## config.mk

```make
export PLATFORM = sky130hd
export DESIGN_NAME = four_wheel_drive_command_controller
export DESIGN_NICKNAME = d
export VERILOG_FILES = /design/src/sv/fwdcc_pkg.sv /design/src/sv/four_wheel_drive_command_controller.sv
export SDC_FILE = /design/constraint.sdc
export NUM_CORES = 1
export LEC_CHECK = 0
export BUFFER_PORTS_ARGS = -buffer_cell sky130_fd_sc_hd__buf_2
export CAP_MARGIN = 10
export CORE_MARGIN = 3
export CORE_UTILIZATION = 55
export CTS_CLUSTER_DIAMETER = 40
export DETAILED_ROUTE_END_ITERATION = 6
export HOLD_SLACK_MARGIN = 0.05
export PLACE_DENSITY = 0.85
export SLEW_MARGIN = 25
export SYNTH_ARGS = -nofsm -noshare
export SYNTH_HDL_FRONTEND = slang
export SYNTH_SLANG_ARGS = --single-unit
```

## constraint.sdc

```tcl
create_clock -name clock -period 7.3 [get_ports clock]
set_input_delay 0.73 -clock clock [delete_from_list [all_inputs] [get_ports clock]]
set_output_delay 0.73 -clock clock [all_outputs]
set_load 0.01 [all_outputs]
```

## src/sv/fwdcc_pkg.sv

```systemverilog
// Shared types and constants for the four-wheel drive command controller.
// No dependencies.
package fwdcc_pkg;

   localparam int unsigned NUM_WHEELS = 4;
   localparam logic [7:0] DUTY_MAX = 8'd255;
   localparam logic [7:0] MIN_DUTY_RESET = 8'd80;

   typedef enum logic [3:0] {
      KIND_TICK      = 4'd0,
      KIND_FWD       = 4'd1,
      KIND_BWD       = 4'd2,
      KIND_REV_WHEEL = 4'd3,
      KIND_REV_ALL   = 4'd4,
      KIND_ADJUST    = 4'd5,
      KIND_PIVOT_L   = 4'd6,
      KIND_PIVOT_R   = 4'd7,
      KIND_ARC_L     = 4'd8,
      KIND_ARC_R     = 4'd9,
      KIND_MOVE_F    = 4'd10,
      KIND_MOVE_B    = 4'd11,
      KIND_STOP      = 4'd12,
      KIND_SCHEDULE  = 4'd13
   } kind_type;

   // Saturate a requested duty to min_duty..255.
   function automatic logic [7:0] sat_duty(input logic [8:0] request,
                                           input logic [7:0] min_duty);
      logic [8:0] d;
      d = request;
      if (d < {1'b0, min_duty}) begin
         d = {1'b0, min_duty};
      end
      if (d > {1'b0, DUTY_MAX}) begin
         d = {1'b0, DUTY_MAX};
      end
      return d[7:0];
   endfunction

endpackage

```

## src/sv/four_wheel_drive_command_controller.sv

```systemverilog
// Four-wheel drive command controller: wheel state, auto-stop timer, result register.
// Depends on fwdcc_pkg.

// One command or 1 ms tick beat is accepted per clock cycle. The wheel and
// timer state update happens in the cycle of acceptance, and the eight pin
// duties plus timer status are registered with it in a result register. The
// input is stalled only while the result register holds a beat that the
// downstream side is stalling. min_duty applies to commands accepted after
// the write; it resets to 80. Timed stops count accepted ticks; durations
// saturate to the TIMER_BITS-wide countdown.
module four_wheel_drive_command_controller #(
   parameter int unsigned TIMER_BITS = 16
) (
   input  logic       clock,
   input  logic       reset,
   input  logic       csr_wr_en,
   input  logic [7:0] csr_wr_data,
   input  logic       req_valid,
   output logic       req_stall,
   input  logic [3:0] req_kind,
   input  logic [1:0] req_wheel_index,
   input  logic [8:0] req_speed,
   input  logic [8:0] req_outer_speed,
   input  logic signed [8:0] req_speed_delta,
   input  logic [15:0] req_duration_ms,
   output logic       rsp_valid,
   input  logic       rsp_stall,
   output logic [7:0] rsp_left_back_fwd_duty,
   output logic [7:0] rsp_left_back_bwd_duty,
   output logic [7:0] rsp_left_front_fwd_duty,
   output logic [7:0] rsp_left_front_bwd_duty,
   output logic [7:0] rsp_right_front_fwd_duty,
   output logic [7:0] rsp_right_front_bwd_duty,
   output logic [7:0] rsp_right_back_fwd_duty,
   output logic [7:0] rsp_right_back_bwd_duty,
   output logic       rsp_auto_stopped,
   output logic       rsp_stop_pending
);
   import fwdcc_pkg::*;

   localparam int unsigned DUR_W = (TIMER_BITS > 16) ? TIMER_BITS : 16;
   localparam logic [DUR_W-1:0] TIMER_MAX_W = DUR_W'({TIMER_BITS{1'b1}});

   logic [7:0] min_duty_ff;
   logic [7:0] duty_ff [NUM_WHEELS];
   logic [7:0] duty_in [NUM_WHEELS];
   logic       fwd_ff  [NUM_WHEELS];
   logic       fwd_in  [NUM_WHEELS];
   logic       armed_ff, armed_in;
   logic [TIMER_BITS-1:0] count_ff, count_in;
   logic       fired;

   logic       rsp_valid_ff;
   logic [7:0] pin_ff [2*NUM_WHEELS];
   logic       auto_stopped_ff, stop_pending_ff;

   logic       accept;
   logic [DUR_W-1:0] dur_w;
   logic [TIMER_BITS-1:0] dur_sat;
   logic signed [9:0] adj [NUM_WHEELS];
   logic [8:0] adj_clamp [NUM_WHEELS];
   logic [7:0] left_duty, right_duty;
   logic       left_fwd, right_fwd, sides_en;

   assign req_stall = rsp_valid_ff & rsp_stall;
   assign accept    = req_valid & ~req_stall;

   assign dur_w   = DUR_W'(req_duration_ms);
   assign dur_sat = (dur_w > TIMER_MAX_W) ? TIMER_BITS'(TIMER_MAX_W)
                                          : TIMER_BITS'(dur_w);

   always_comb begin
      for (int i = 0; i < NUM_WHEELS; i++) begin
         adj[i] = $signed({2'b00, duty_ff[i]}) + 10'(req_speed_delta);
         if (adj[i] < 10'sd0) begin
            adj_clamp[i] = 9'd0;
         end else if (adj[i] > 10'sd255) begin
            adj_clamp[i] = 9'd255;
         end else begin
            adj_clamp[i] = adj[i][8:0];
         end
      end
   end

   always_comb begin
      for (int i = 0; i < NUM_WHEELS; i++) begin
         duty_in[i] = duty_ff[i];
         fwd_in[i]  = fwd_ff[i];
      end
      armed_in   = armed_ff;
      count_in   = count_ff;
      fired      = 1'b0;
      sides_en   = 1'b0;
      left_duty  = sat_duty(req_speed, min_duty_ff);
      right_duty = sat_duty(req_speed, min_duty_ff);
      left_fwd   = 1'b1;
      right_fwd  = 1'b1;
      case (kind_type'(req_kind))
         KIND_TICK: begin
            if (armed_ff) begin
               if (count_ff <= TIMER_BITS'(1)) begin
                  fired    = 1'b1;
                  armed_in = 1'b0;
                  count_in = '0;
                  for (int i = 0; i < NUM_WHEELS; i++) begin
                     duty_in[i] = '0;
                  end
               end else begin
                  count_in = count_ff - TIMER_BITS'(1);
               end
            end
         end
         KIND_FWD, KIND_BWD: begin
            duty_in[req_wheel_index] = sat_duty(req_speed, min_duty_ff);
            fwd_in[req_wheel_index]  = (kind_type'(req_kind) == KIND_FWD);
         end
         KIND_REV_WHEEL: begin
            duty_in[req_wheel_index] = sat_duty({1'b0, duty_ff[req_wheel_index]},
                                                min_duty_ff);
            fwd_in[req_wheel_index]  = ~fwd_ff[req_wheel_index];
         end
         KIND_REV_ALL: begin
            for (int i = 0; i < NUM_WHEELS; i++) begin
               duty_in[i] = sat_duty({1'b0, duty_ff[i]}, min_duty_ff);
               fwd_in[i]  = ~fwd_ff[i];
            end
         end
         KIND_ADJUST: begin
            for (int i = 0; i < NUM_WHEELS; i++) begin
               duty_in[i] = sat_duty(adj_clamp[i], min_duty_ff);
            end
         end
         KIND_PIVOT_L: begin
            sides_en = 1'b1;
            left_fwd = 1'b0;
         end
         KIND_PIVOT_R: begin
            sides_en  = 1'b1;
            right_fwd = 1'b0;
         end
         KIND_ARC_L: begin
            sides_en   = 1'b1;
            right_duty = sat_duty(req_outer_speed, min_duty_ff);
         end
         KIND_ARC_R: begin
            sides_en  = 1'b1;
            left_duty = sat_duty(req_outer_speed, min_duty_ff);
         end
         KIND_MOVE_F, KIND_MOVE_B: begin
            sides_en  = 1'b1;
            left_fwd  = (kind_type'(req_kind) == KIND_MOVE_F);
            right_fwd = (kind_type'(req_kind) == KIND_MOVE_F);
         end
         KIND_STOP: begin
            armed_in = 1'b0;
            count_in = '0;
            for (int i = 0; i < NUM_WHEELS; i++) begin
               duty_in[i] = '0;
            end
         end
         KIND_SCHEDULE: begin
            armed_in = 1'b1;
            count_in = dur_sat;
         end
         default: begin
         end
      endcase
      if (sides_en) begin
         duty_in[0] = left_duty;
         duty_in[1] = left_duty;
         duty_in[2] = right_duty;
         duty_in[3] = right_duty;
         fwd_in[0]  = left_fwd;
         fwd_in[1]  = left_fwd;
         fwd_in[2]  = right_fwd;
         fwd_in[3]  = right_fwd;
         if ((req_kind inside {KIND_MOVE_F, KIND_MOVE_B}) && req_duration_ms != 16'd0) begin
            armed_in = 1'b1;
            count_in = dur_sat;
         end else begin
            armed_in = 1'b0;
            count_in = '0;
         end
      end
   end

   always_ff @(posedge clock) begin
      if (reset) begin
         min_duty_ff <= MIN_DUTY_RESET;
      end else if (csr_wr_en) begin
         min_duty_ff <= csr_wr_data;
      end
   end

   always_ff @(posedge clock) begin
      if (reset) begin
         for (int i = 0; i < NUM_WHEELS; i++) begin
            duty_ff[i] <= '0;
            fwd_ff[i]  <= 1'b1;
         end
         armed_ff <= 1'b0;
         count_ff <= '0;
      end else if (accept) begin
         for (int i = 0; i < NUM_WHEELS; i++) begin
            duty_ff[i] <= duty_in[i];
            fwd_ff[i]  <= fwd_in[i];
         end
         armed_ff <= armed_in;
         count_ff <= count_in;
      end
   end

   always_ff @(posedge clock) begin
      if (reset) begin
         rsp_valid_ff <= 1'b0;
      end else if (accept) begin
         rsp_valid_ff <= 1'b1;
      end else if (!rsp_stall) begin
         rsp_valid_ff <= 1'b0;
      end
   end

   always_ff @(posedge clock) begin
      if (accept) begin
         for (int i = 0; i < NUM_WHEELS; i++) begin
            pin_ff[2*i]   <= fwd_in[i] ? duty_in[i] : 8'd0;
            pin_ff[2*i+1] <= fwd_in[i] ? 8'd0 : duty_in[i];
         end
         auto_stopped_ff <= fired;
         stop_pending_ff <= armed_in;
      end
   end

   assign rsp_valid                = rsp_valid_ff;
   assign rsp_left_back_fwd_duty   = pin_ff[0];
   assign rsp_left_back_bwd_duty   = pin_ff[1];
   assign rsp_left_front_fwd_duty  = pin_ff[2];
   assign rsp_left_front_bwd_duty  = pin_ff[3];
   assign rsp_right_front_fwd_duty = pin_ff[4];
   assign rsp_right_front_bwd_duty = pin_ff[5];
   assign rsp_right_back_fwd_duty  = pin_ff[6];
   assign rsp_right_back_bwd_duty  = pin_ff[7];
   assign rsp_auto_stopped         = auto_stopped_ff;
   assign rsp_stop_pending         = stop_pending_ff;

   // A disarmed timer always holds zero.
   a_disarmed_count_zero: assert property (@(posedge clock) disable iff (reset)
      !armed_ff |-> count_ff == '0)
      else $error("countdown nonzero while disarmed");

   // An auto-stop beat shows all wheels off and nothing pending.
   a_auto_stop_halts: assert property (@(posedge clock) disable iff (reset)
      rsp_valid_ff && auto_stopped_ff |->
         pin_ff[0] == 8'd0 && pin_ff[1] == 8'd0 && pin_ff[2] == 8'd0 &&
         pin_ff[3] == 8'd0 && pin_ff[4] == 8'd0 && pin_ff[5] == 8'd0 &&
         pin_ff[6] == 8'd0 && pin_ff[7] == 8'd0 && !stop_pending_ff)
      else $error("auto stop left a wheel running");

   // Never both pins of one H-bridge driven.
   a_one_pin_per_wheel: assert property (@(posedge clock) disable iff (reset)
      rsp_valid_ff |->
         (pin_ff[0] == 8'd0 || pin_ff[1] == 8'd0) &&
         (pin_ff[2] == 8'd0 || pin_ff[3] == 8'd0) &&
         (pin_ff[4] == 8'd0 || pin_ff[5] == 8'd0) &&
         (pin_ff[6] == 8'd0 || pin_ff[7] == 8'd0))
      else $error("both pins of a wheel driven");

   // Every accepted beat produces a result beat next cycle.
   a_accept_gives_result: assert property (@(posedge clock) disable iff (reset)
      accept |=> rsp_valid_ff)
      else $error("accepted beat produced no result");

endmodule

```

Word-level counts from Yosys, hierarchy flattened
Memories as Yosys holds them, arrays and structs flattened.
Index checks and enable logic that the tools add are counted.

storage, ports and cells
  memories = 3
  flip-flop bits (word level) = 28
  memory bits (writable) = 100
  input port bits = 62

operators by class
  muxes and demuxes = 101
  $add $sub $neg = 5
  $lt $le $gt $ge = 36
  bitwise operators = 17
  equal/unequal tests = 15
  reductions and logical operators = 11

memories
  memory   words  width  read ports  clocked after Yosys merged registers in  write ports  line                                       RTL
  pin_ff   8      8      8           0                                        8            four_wheel_drive_command_controller.sv:54  logic [7:0] pin_ff [2*NUM_WHEELS];
  duty_ff  4      8      5           0                                        4            four_wheel_drive_command_controller.sv:45  logic [7:0] duty_ff [NUM_WHEELS];
  fwd_ff   4      1      5           0                                        4            four_wheel_drive_command_controller.sv:47  logic fwd_ff [NUM_WHEELS];

operator list
  kind                                                  number
  2-to-1 mux 8 bit                                      35
  2-to-1 mux 9 bit                                      26
  one-hot mux 32 bit (6 select lines)                   1
  > comparator 9 x 8 -> 1 bit, second input constant    13
  2-to-1 mux 32 bit                                     3
  2-to-1 mux 16 bit                                     5
  bitwise mux 32 bit                                    2
  < comparator 9 x 8 -> 1 bit                           6
  one-hot mux 16 bit (3 select lines)                   1
  adder 9 x 9 -> 10 bit                                 4
  > comparator 10 x 9 -> 1 bit, second input constant   4
  < comparator 10 x 1 -> 1 bit, second input constant   4
  < comparator 8 bit                                    5
  == test 4 bit, second input constant                  6
  2-to-1 mux 1 bit                                      19
  demux 8 bit (select 2 bit)                            1
  == test 4 x 3 -> 1 bit, second input constant         4
  > comparator 16 bit, second input constant            1
  <= comparator 16 x 1 -> 1 bit, second input constant  1
  nonzero test 16 bit                                   1
  subtractor 16 x 1 -> 16 bit, second input constant    1
  one-hot mux 4 bit (3 select lines)                    1
  bitwise mux 4 bit                                     2
  == test 4 x 2 -> 1 bit, second input constant         2
  other kinds (21)                                      37

Logic depth before layout (Yosys ltp)
Gate-level depths: netlist of run 1.
An unclocked memory read counts as a cell.

  word-level depth = 13
  gate-level depth with buffers = 18
  gate-level depth less buffers = 18

Worst setup path before layout of run 1
OpenSTA, ideal clock, no wires.

  kind = input-to-reg
  start = input req_speed_delta[0]
  end = memory pin_ff[0][2] (data pin)
  required time = 7.016 ns
  library setup time = 0.284 ns
  data arrival time = 4.376 ns
  path slack = 2.640 ns
  cell stages on the path = 16
  cell sequence = ha_1 fa_1 a211oi_1 nor3_1 mux2i_1 or2_2 clkbuf_1 o21a_1 ha_1 and4_1 nand4_1 or4_1 nand2_1 o32ai_1 o31ai_1 a211oi_1

RTL lines
  item             line                                       RTL
  start, declared  four_wheel_drive_command_controller.sv:24  input logic signed [8:0] req_speed_delta,
  end, declared    four_wheel_drive_command_controller.sv:54

==> run summary, run 1 <==
* **clock root buffer** sky130_fd_sc_hd__clkbuf_16
* **Worst setup SP type** flip-flop
* **clock tree from TritonCTS** built
* **Relative slew margins** 0.183
* **die height** 156 µm
* **number of global-route vias before repair** 12700
* **Die Width** 156 µm
* **post-synthesis sequential area ratio** 0.287
* **global-route wire length before repair** 72700 µm
* **main flop type after synthesis** sky130_fd_sc_hd__edfxtp_1
* **R2R setup slack** 1790 ps
* **register clock-pin slew on the reported worst setup and hold paths** 60 ps
* **peak ir drop on the vdd network** 0.160 mV
* **initial antenna violation count** 1
* **compound-gate portion of the synthesized area** 0.281
* **Final TNS setup** 0 ps
* **worst setup path endpoint** duty_ff[3][1]$_SDFFCE_PN0P_
* **Diodes inserted** 0
* **final estimated routing congestion in global placement** 1.08
* **number of enable flip-flop cells after synthesis** 99
* **xor-xnor portion of the synthesized cell area** 0.0234
* **Yosys Warn Count** 0
* **router iterations before antenna repair** 7
* **combined global-route utilization of all metal layers** 0.386
* **remaining global-route overflow** 0
* **DRC violations left** 3
* **fraction of synthesized area in multiplexers** 0.0511
* **worst flop-to-flop path endpoint** duty_ff[3][1]$_SDFFCE_PN0P_
* **cell area power density** 211 nW/µm²
* **post-synthesis simple-gate area fraction** 0.204
* **post-synthesis cell count** 1468
* **post-synthesis net count** 1645
* **level count of the clock H-tree** 4
* **failing checks** DRC
* **average wire length per cell after detail routing** 26.0 µm
* **Hold WC Path Type** reg2reg
* **area used by sequential logic in the layout** 3550 µm²
* **post-route clock period utilization** 0.755
* **ports placed on the boundary** 130
* **setup repair after global routing missed its margin** false
* **leading area contributor after synthesis** sky130_fd_sc_hd__edfxtp_1
* **WL final** 48300 µm
* **Worst Clk Skew** 14.5 ps
* **largest fanout on the critical path** 8
* **outcome** complete, but fails checks
* **library cells used by synthesis** 88
* **insertion delay of the later-clocked pin in the worst-skew pair** 420 ps
* **postcts setup bufs** 0
* **endpoints failing hold** 0
* **Initial Utilization** 0.563
* **fraction of final layout cells sized beyond drive strength 1** 0.141
* **Setup Viol. Count Final** 0
* **total clock sinks** 128
* **total standard cell area after synthesis** 12400 µm²
* **fraction of the mapped netlist area in adder cells** 0.119
* **most area-consuming cells after synthesis** sky130_fd_sc_hd__edfxtp_1 (24%), sky130_fd_sc_hd__ha_1 (11%), sky130_fd_sc_hd__nor2_1 (5.2%), sky130_fd_sc_hd__dfxtp_1 (4.7%), sky130_fd_sc_hd__a21oi_1 (4.2%)
* **worst setup path class** reg2reg
* **layout filler cell count** 1877
* **antenna-violating nets left** 0
* **startpoint of the worst-slack reg-to-reg timing path** duty_ff[3][0]$_SDFFCE_PN0P_
* **dominant combinational cell family by area after synthesis** compound AO/OA/AOI/OAI gates
* **number of DRC markers in iteration 0** 1771
* **max-cap violations** 0
* **number of storage elements in the synthesis netlist** 128
* **post-cts resize count** 0
* **cell count after placement** 1829
* **shortest period the worst path allows** 5510 ps
* **num rows** 54
* **pins over their slew limit** 0
* **vias per cell** 7.22
* **count of vias placed by the detailed router** 13400
* **count of cells along the worst register-to-register path** 17
* **critical path arrival** 5640 ps
* **number of buffers created by CTS** 17
* **layout net count** 1745
* **fraction of synthesis flops using an asynchronous set or reset pin** 0
* **final cell count without fillers** 1861
* **launching instance or port of the critical path** duty_ff[3][0]$_SDFFCE_PN0P_
* **hold buffers post-CTS** 0
* **number of input and output port buffers inserted** 129
* **endpoint class of the critical path** flip-flop
* **Die ar.** 24300 µm²
* **area used by multi-input combinational logic** 8410 µm²
* **share of the synthesized area in the top cell type** 0.240
* **maximum number of pins on one net before global-route repair** 52
* **CP Data Required Time** 7430 ps
* **Highest Clock Rate** 0.181 GHz
* **static leakage** 5.59 nW
* **maximum clock insertion buffer count** 2
* **Std-Cell Core Area** 22000 µm²
* **P&R area growth vs syn** 11.6%
* **Post-Syn Area per Cell** 8.43 µm²
* **post-detailed-placement half-perimeter wirelength** 35900 µm
* **worst slew pin tran** 1190 ps
-- report_power, final --
group          internal (mW)  switching [mW]  total, mW
Clock                  0.509           0.327      0.836
Sequential             0.870          0.0797      0.950
Combinational          0.406           0.722       1.13
-- state kept, by name, summed over array words and instances, names as in the netlist --
name	count
pin_ff	64
fwd_ff	4
armed_ff	1
rsp_valid	1
rsp_auto_stopped	1
min_duty_ff	8
duty_ff	32
count_ff	16
rsp_stop_pending	1
-- cells in the mapped netlist (9+ instances only) --
cell type	instances
sky130_fd_sc_hd__o22ai_1	15
sky130_fd_sc_hd__nor3_1	53
sky130_fd_sc_hd__o211ai_1	34
sky130_fd_sc_hd__o21a_1	23
sky130_fd_sc_hd__nand2b_1	19
sky130_fd_sc_hd__mux2_2	13
sky130_fd_sc_hd__xor2_1	11
sky130_fd_sc_hd__nand2_1	129
sky130_fd_sc_hd__and4_1	9
sky130_fd_sc_hd__nand3_1	42
sky130_fd_sc_hd__nor4_1	11
sky130_fd_sc_hd__a31oi_1	9
sky130_fd_sc_hd__o21ai_0	97
sky130_fd_sc_hd__inv_1	41
sky130_fd_sc_hd__a21oi_1	105
sky130_fd_sc_hd__ha_1	111
sky130_fd_sc_hd__clkbuf_1	52
sky130_fd_sc_hd__a221oi_1	29
sky130_fd_sc_hd__xnor2_1	22
sky130_fd_sc_hd__o31ai_1	12
sky130_fd_sc_hd__and2_1	14
sky130_fd_sc_hd__and3_1	21
sky130_fd_sc_hd__o2111ai_1	13
sky130_fd_sc_hd__a21o_1	16
sky130_fd_sc_hd__nor2_1	172
sky130_fd_sc_hd__edfxtp_1	99
sky130_fd_sc_hd__mux2i_1	29
sky130_fd_sc_hd__dfxtp_1	29
sky130_fd_sc_hd__a211oi_1	32
sky130_fd_sc_hd__nor2b_1	21
-- critical path: stages (launching register included) --
cell and delay [ps]:
sky130_fd_sc_hd__edfxtp_1 530, sky130_fd_sc_hd__ha_1 240, sky130_fd_sc_hd__inv_1 60, sky130_fd_sc_hd__fa_1 390, sky130_fd_sc_hd__nor2b_1 230, sky130_fd_sc_hd__o31a_1 190, sky130_fd_sc_hd__o22ai_1 160, sky130_fd_sc_hd__xnor2_1 280
sky130_fd_sc_hd__a2bb2oi_1 340, sky130_fd_sc_hd__ha_1 300, sky130_fd_sc_hd__and4_1 190, sky130_fd_sc_hd__nand4_1 200, sky130_fd_sc_hd__nor2_1 70, sky130_fd_sc_hd__a311oi_1 610, sky130_fd_sc_hd__o31ai_4 250, sky130_fd_sc_hd__mux2_2 350
sky130_fd_sc_hd__a221oi_1 690, sky130_fd_sc_hd__nor2_1 140
-- cells by family (layout without fill, tap and decap cells) --
kind of cell    Yosys count  in the layout
simple gates            532            532
buf+inv                 107            220
mux                      51             51
flops                   128            128
compound gates          502            502
xor+xnor                 33             33
fa+ha+maj               115            115
-- per-stage QoR --
| stage | total power [mW] | hold WS, ps | setup WS, ps | area (µm²) | utilization |
|---|---|---|---|---|---|
| floorplan | 1.69 | 467 | 2640 | 12400 | - |
| global placement | 2.01 | 488 | 1830 | 13200 | 0.603 |
| detailed placement | 2.04 | 488 | 1630 | 13200 | 0.603 |
| CTS | 2.86 | 496 | 1980 | 13800 | 0.628 |
| global route | 3.03 | 515 | 1430 | 13800 | 0.629 |
| finish | 2.91 | 496 | 1790 | 13800 | 0.629 |
-- worst min path at each step --
stage | start | to | depth (start not counted)
after floorplan | count_ff[12]$_SDFFE_PP0P_ | count_ff[12]$_SDFFE_PP0P_ | 2
after global placement | count_ff[12]$_SDFFE_PP0P_ | count_ff[12]$_SDFFE_PP0P_ | 2
after detailed placement | count_ff[12]$_SDFFE_PP0P_ | count_ff[12]$_SDFFE_PP0P_ | 2
after CTS | count_ff[12]$_SDFFE_PP0P_ | count_ff[12]$_SDFFE_PP0P_ | 2
after global routing | count_ff[12]$_SDFFE_PP0P_ | count_ff[12]$_SDFFE_PP0P_ | 2
final | count_ff[12]$_SDFFE_PP0P_ | count_ff[12]$_SDFFE_PP0P_ | 2
-- routing by layer --
layer  GRT usage  vias to the layer above  routed length, µm
met5           0                        -                 17
met4       0.200                        2               3030
met3      0.0907                      234               6150
met2       0.604                     1025              21300
met1       0.500                     6273              17800
li1            -                     5905                  -
-- final cells by class --
type,count,share of cell area
clock inverters,11,0.00843
flip-flops and latches,128,0.257
clock buffers,21,0.0326
well taps,280,0.0254
multi-input cells,1233,0.609
inverters,43,0.0117
repair buffers,145,0.0554
-- cells in the final DEF (no fill, tap or decap), drive strengths merged, types with 34 or more instances in the layout --
| cell type | Yosys | routed |
|---|---|---|
| nor2 | 173 | 173 |
| buf | 12 | 145 |
| nand2 | 129 | 129 |
| ha | 111 | 111 |
| a21oi | 105 | 105 |
| o21ai | 101 | 101 |
| edfxtp | 99 | 99 |
| nor3 | 53 | 53 |
| nand3 | 42 | 42 |
| inv | 41 | 41 |
| o211ai | 35 | 35 |
| a211oi | 34 | 34 |
Note: power is estimated with default switching activity, not from simulation.
==> inputs of run 2 (changes only) <==
clock period = 5.7 ns   (was 7.3 ns; I/O delays follow)
==> run 2 against run 1 <==
Fmax rose by 3.5%. Die area did not move. Critical path depth did not move. Utilization rose by 0.60 points. Combinational power rose by 29%. Wire length fell by 0.71%. Largest cell class unchanged. Global-route usage barely moved. The flow now finishes without violations. Clock power rose by 36%. Non-clock buffer count rose by 13. Largest power group unchanged. Sequential share of layout area fell by 0.24 points. Critical endpoint is now pin_ff[1][13]$_SDFFCE_PP0P_.
==> run summary, run 2 (synthesized netlist as in run 1, its figures left out) <==
* **insertion delay of the later-clocked pin in the worst-skew pair** 430 ps
* **pins over their slew limit** 0
* **cell-by-cell listing of the critical path** ha_1 -> inv_1 -> fa_1 -> nand2b_1 -> a21oi_1 -> a31oi_1 -> xnor2_2 -> o41ai_1 -> nor2_1 -> ha_1 -> and4_1 -> nand4_1 -> a32oi_1 -> o21ai_1 -> a221o_1 -> o21ai_0 -> a21oi_1
* **Worst setup SP type** flip-flop
* **initial antenna violation count** 0
* **Total Power Consumption** 3.82 mW
* **post-detailed-placement half-perimeter wirelength** 35700 µm
* **max reg flops** 64
* **final cell count without fillers** 1873
* **count of vias placed by the detailed router** 13400
* **number of buffers created by CTS** 17
* **master of the slowest instance on the critical path** sky130_fd_sc_hd__o41ai_1
* **Net Sw Frac** 0.380
* **endpoints failing hold** 0
* **Hold WC Path Type** in2reg
* **Initial Utilization** 0.563
* **number of DRC markers in iteration 0** 2060
* **cell area after placement** 13300 µm²
* **maximum number of pins on one net before global-route repair** 52
* **fraction of final layout cells sized beyond drive strength 1** 0.148
* **Highest Clock Rate** 0.188 GHz
* **Die Width** 156 µm
* **num rows** 54
* **die height** 156 µm
* **final estimated routing congestion in global placement** 1.09
* **layout net count** 1758
* **vias per cell** 7.14
* **combined global-route utilization of all metal layers** 0.386
* **peak ir drop on the vdd network** 0.212 mV
* **Std-Cell Core Area** 22000 µm²
* **Clk network pwr share** 0.299
* **Final TNS setup** 0 ps
* **post-route cell area** 13900 µm²
* **maximum clock insertion buffer count** 2
* **P&R area growth vs syn** 12.7%
* **register with the most flip-flops** pin_ff
* **cell count after placement** 1842
* **global-route wire length before repair** 72700 µm
* **sequential fraction of design power** 0.319
* **Diodes inserted** 0
* **WL final** 48000 µm
* **setup repair after global routing missed its margin** false
* **post-route clock period utilization** 0.935
* **largest fanout on the critical path** 7
* **slowest stage delay, CP** 570 ps
* **Comb pwr share** 0.382
* **ports placed on the boundary** 130
* **max-cap violations** 0
* **total clock sinks** 128
* **endpoint class of the critical path** flip-flop
* **commonest cells after routing, fill and taps aside** sky130_fd_sc_hd__nor2_1 (171), sky130_fd_sc_hd__nand2_1 (129), sky130_fd_sc_hd__buf_2 (129), sky130_fd_sc_hd__ha_1 (111), sky130_fd_sc_hd__a21oi_1 (104)
* **router iterations before antenna repair** 6
* **Worst Clk Skew** 12.7 ps
* **largest registers in the final layout** pin_ff x64, duty_ff x32, count_ff x16
* **register clock-pin slew on the reported worst setup and hold paths** 60 ps
* **setup slack after placement** 298 ps
* **worst setup path class** reg2reg
* **critical path arrival** 5480 ps
* **internal cell power** 2.37 mW
* **level count of the clock H-tree** 4
* **Die ar.** 24300 µm²
* **remaining global-route overflow** 0
* **switching pwr** 1.45 mW
* **Relative slew margins** 0.216
* **most frequent standard cell in the layout excluding fill and tap cells** sky130_fd_sc_hd__nor2_1
* **average wire length per cell after detail routing** 25.6 µm
* **CP Data Required Time** 5850 ps
* **Setup Viol. Count Final** 0
* **clock tree from TritonCTS** built
* **outcome** finished, final reports clean
* **number of input and output port buffers inserted** 129
* **fin worst setup slack** 370 ps
* **hold buffers post-CTS** 0
* **DRC violations left** 0
* **worst slew pin tran** 1140 ps
* **number of global-route vias before repair** 12500
* **static leakage** 5.66 nW
* **antenna-violating nets left** 0
* **shortest period the worst path allows** 5330 ps
* **clock root buffer** sky130_fd_sc_hd__clkbuf_16
* **cell area power density** 274 nW/µm²
[run 2: critical path: cells and delay by family, from the launching register on]
family | cells | cell delay, ps
XOR/XNOR | 1 | 230
adder cells (fa/ha/maj) | 3 | 980
AND/OR/NAND/NOR | 4 | 670
flip-flops | 1 | 510
AO/OA/AOI/OAI | 8 | 2580
buffers and inverters | 1 | 70
[run 2: layout make-up]
type,instances,area (µm²)
Multi-Input combinational cell,1233,8410
Fill cell,1831,8020
Sequential cell,128,3550
Timing Repair Buffer,158,863
Clock buffer,19,433
Tap cell,280,350
Clock inverter,12,168
Inverter,43,161
[run 2: power groups by stage]
stage	Combinational (mW)	Clock, mW	Sequential [mW]
4_1_cts	1.41	1.14	1.21
2_1_floorplan	0.958	0	1.21
6_report	1.46	1.14	1.22
3_5_place_dp	1.39	0	1.23
3_3_place_gp	1.36	0	1.23
5_1_grt	1.59	1.18	1.22
[run 2: final timing paths]
path                                     from                     endpoint  slack (ps)  cells after the start
setup / recovery  duty_ff[2][0]$_SDFFCE_PN0P_  pin_ff[1][13]$_SDFFCE_PP0P_         370                     17
hold / removal                      req_valid       rsp_valid$_SDFFE_PP0P_         370                      2
setup reg to reg  duty_ff[2][0]$_SDFFCE_PN0P_  pin_ff[1][13]$_SDFFCE_PP0P_         370                     17
hold reg to reg      count_ff[7]$_SDFFE_PP0P_     count_ff[7]$_SDFFE_PP0P_         510                      2
[run 2: timing repair]
item                                    4_1_cts  5_1_grt
resized for setup                             0        2
endpoints found under the setup margin        0        6
hold endpoints to repair                      0        0
setup buffers                                 0        0
[run 2: stage by stage]
stage | utilization | hold WS, ps
floorplan | - | 467
global placement | 0.607 | 491
detailed placement | 0.607 | 491
CTS | 0.634 | 358
global route | 0.635 | 383
finish | 0.635 | 370
[run 2: routing by layer]
metal / GRT usage / share of wire / up-vias / wire length [µm]
met5: 0 / 0 / - / 0
met2: 0.580 / 0.43 / 1006 / 20500
met4: 0.239 / 0.077 / 0 / 3670
li1: - / - / 5933 / -
met1: 0.499 / 0.37 / 6191 / 17700
met3: 0.0976 / 0.13 / 252 / 6130
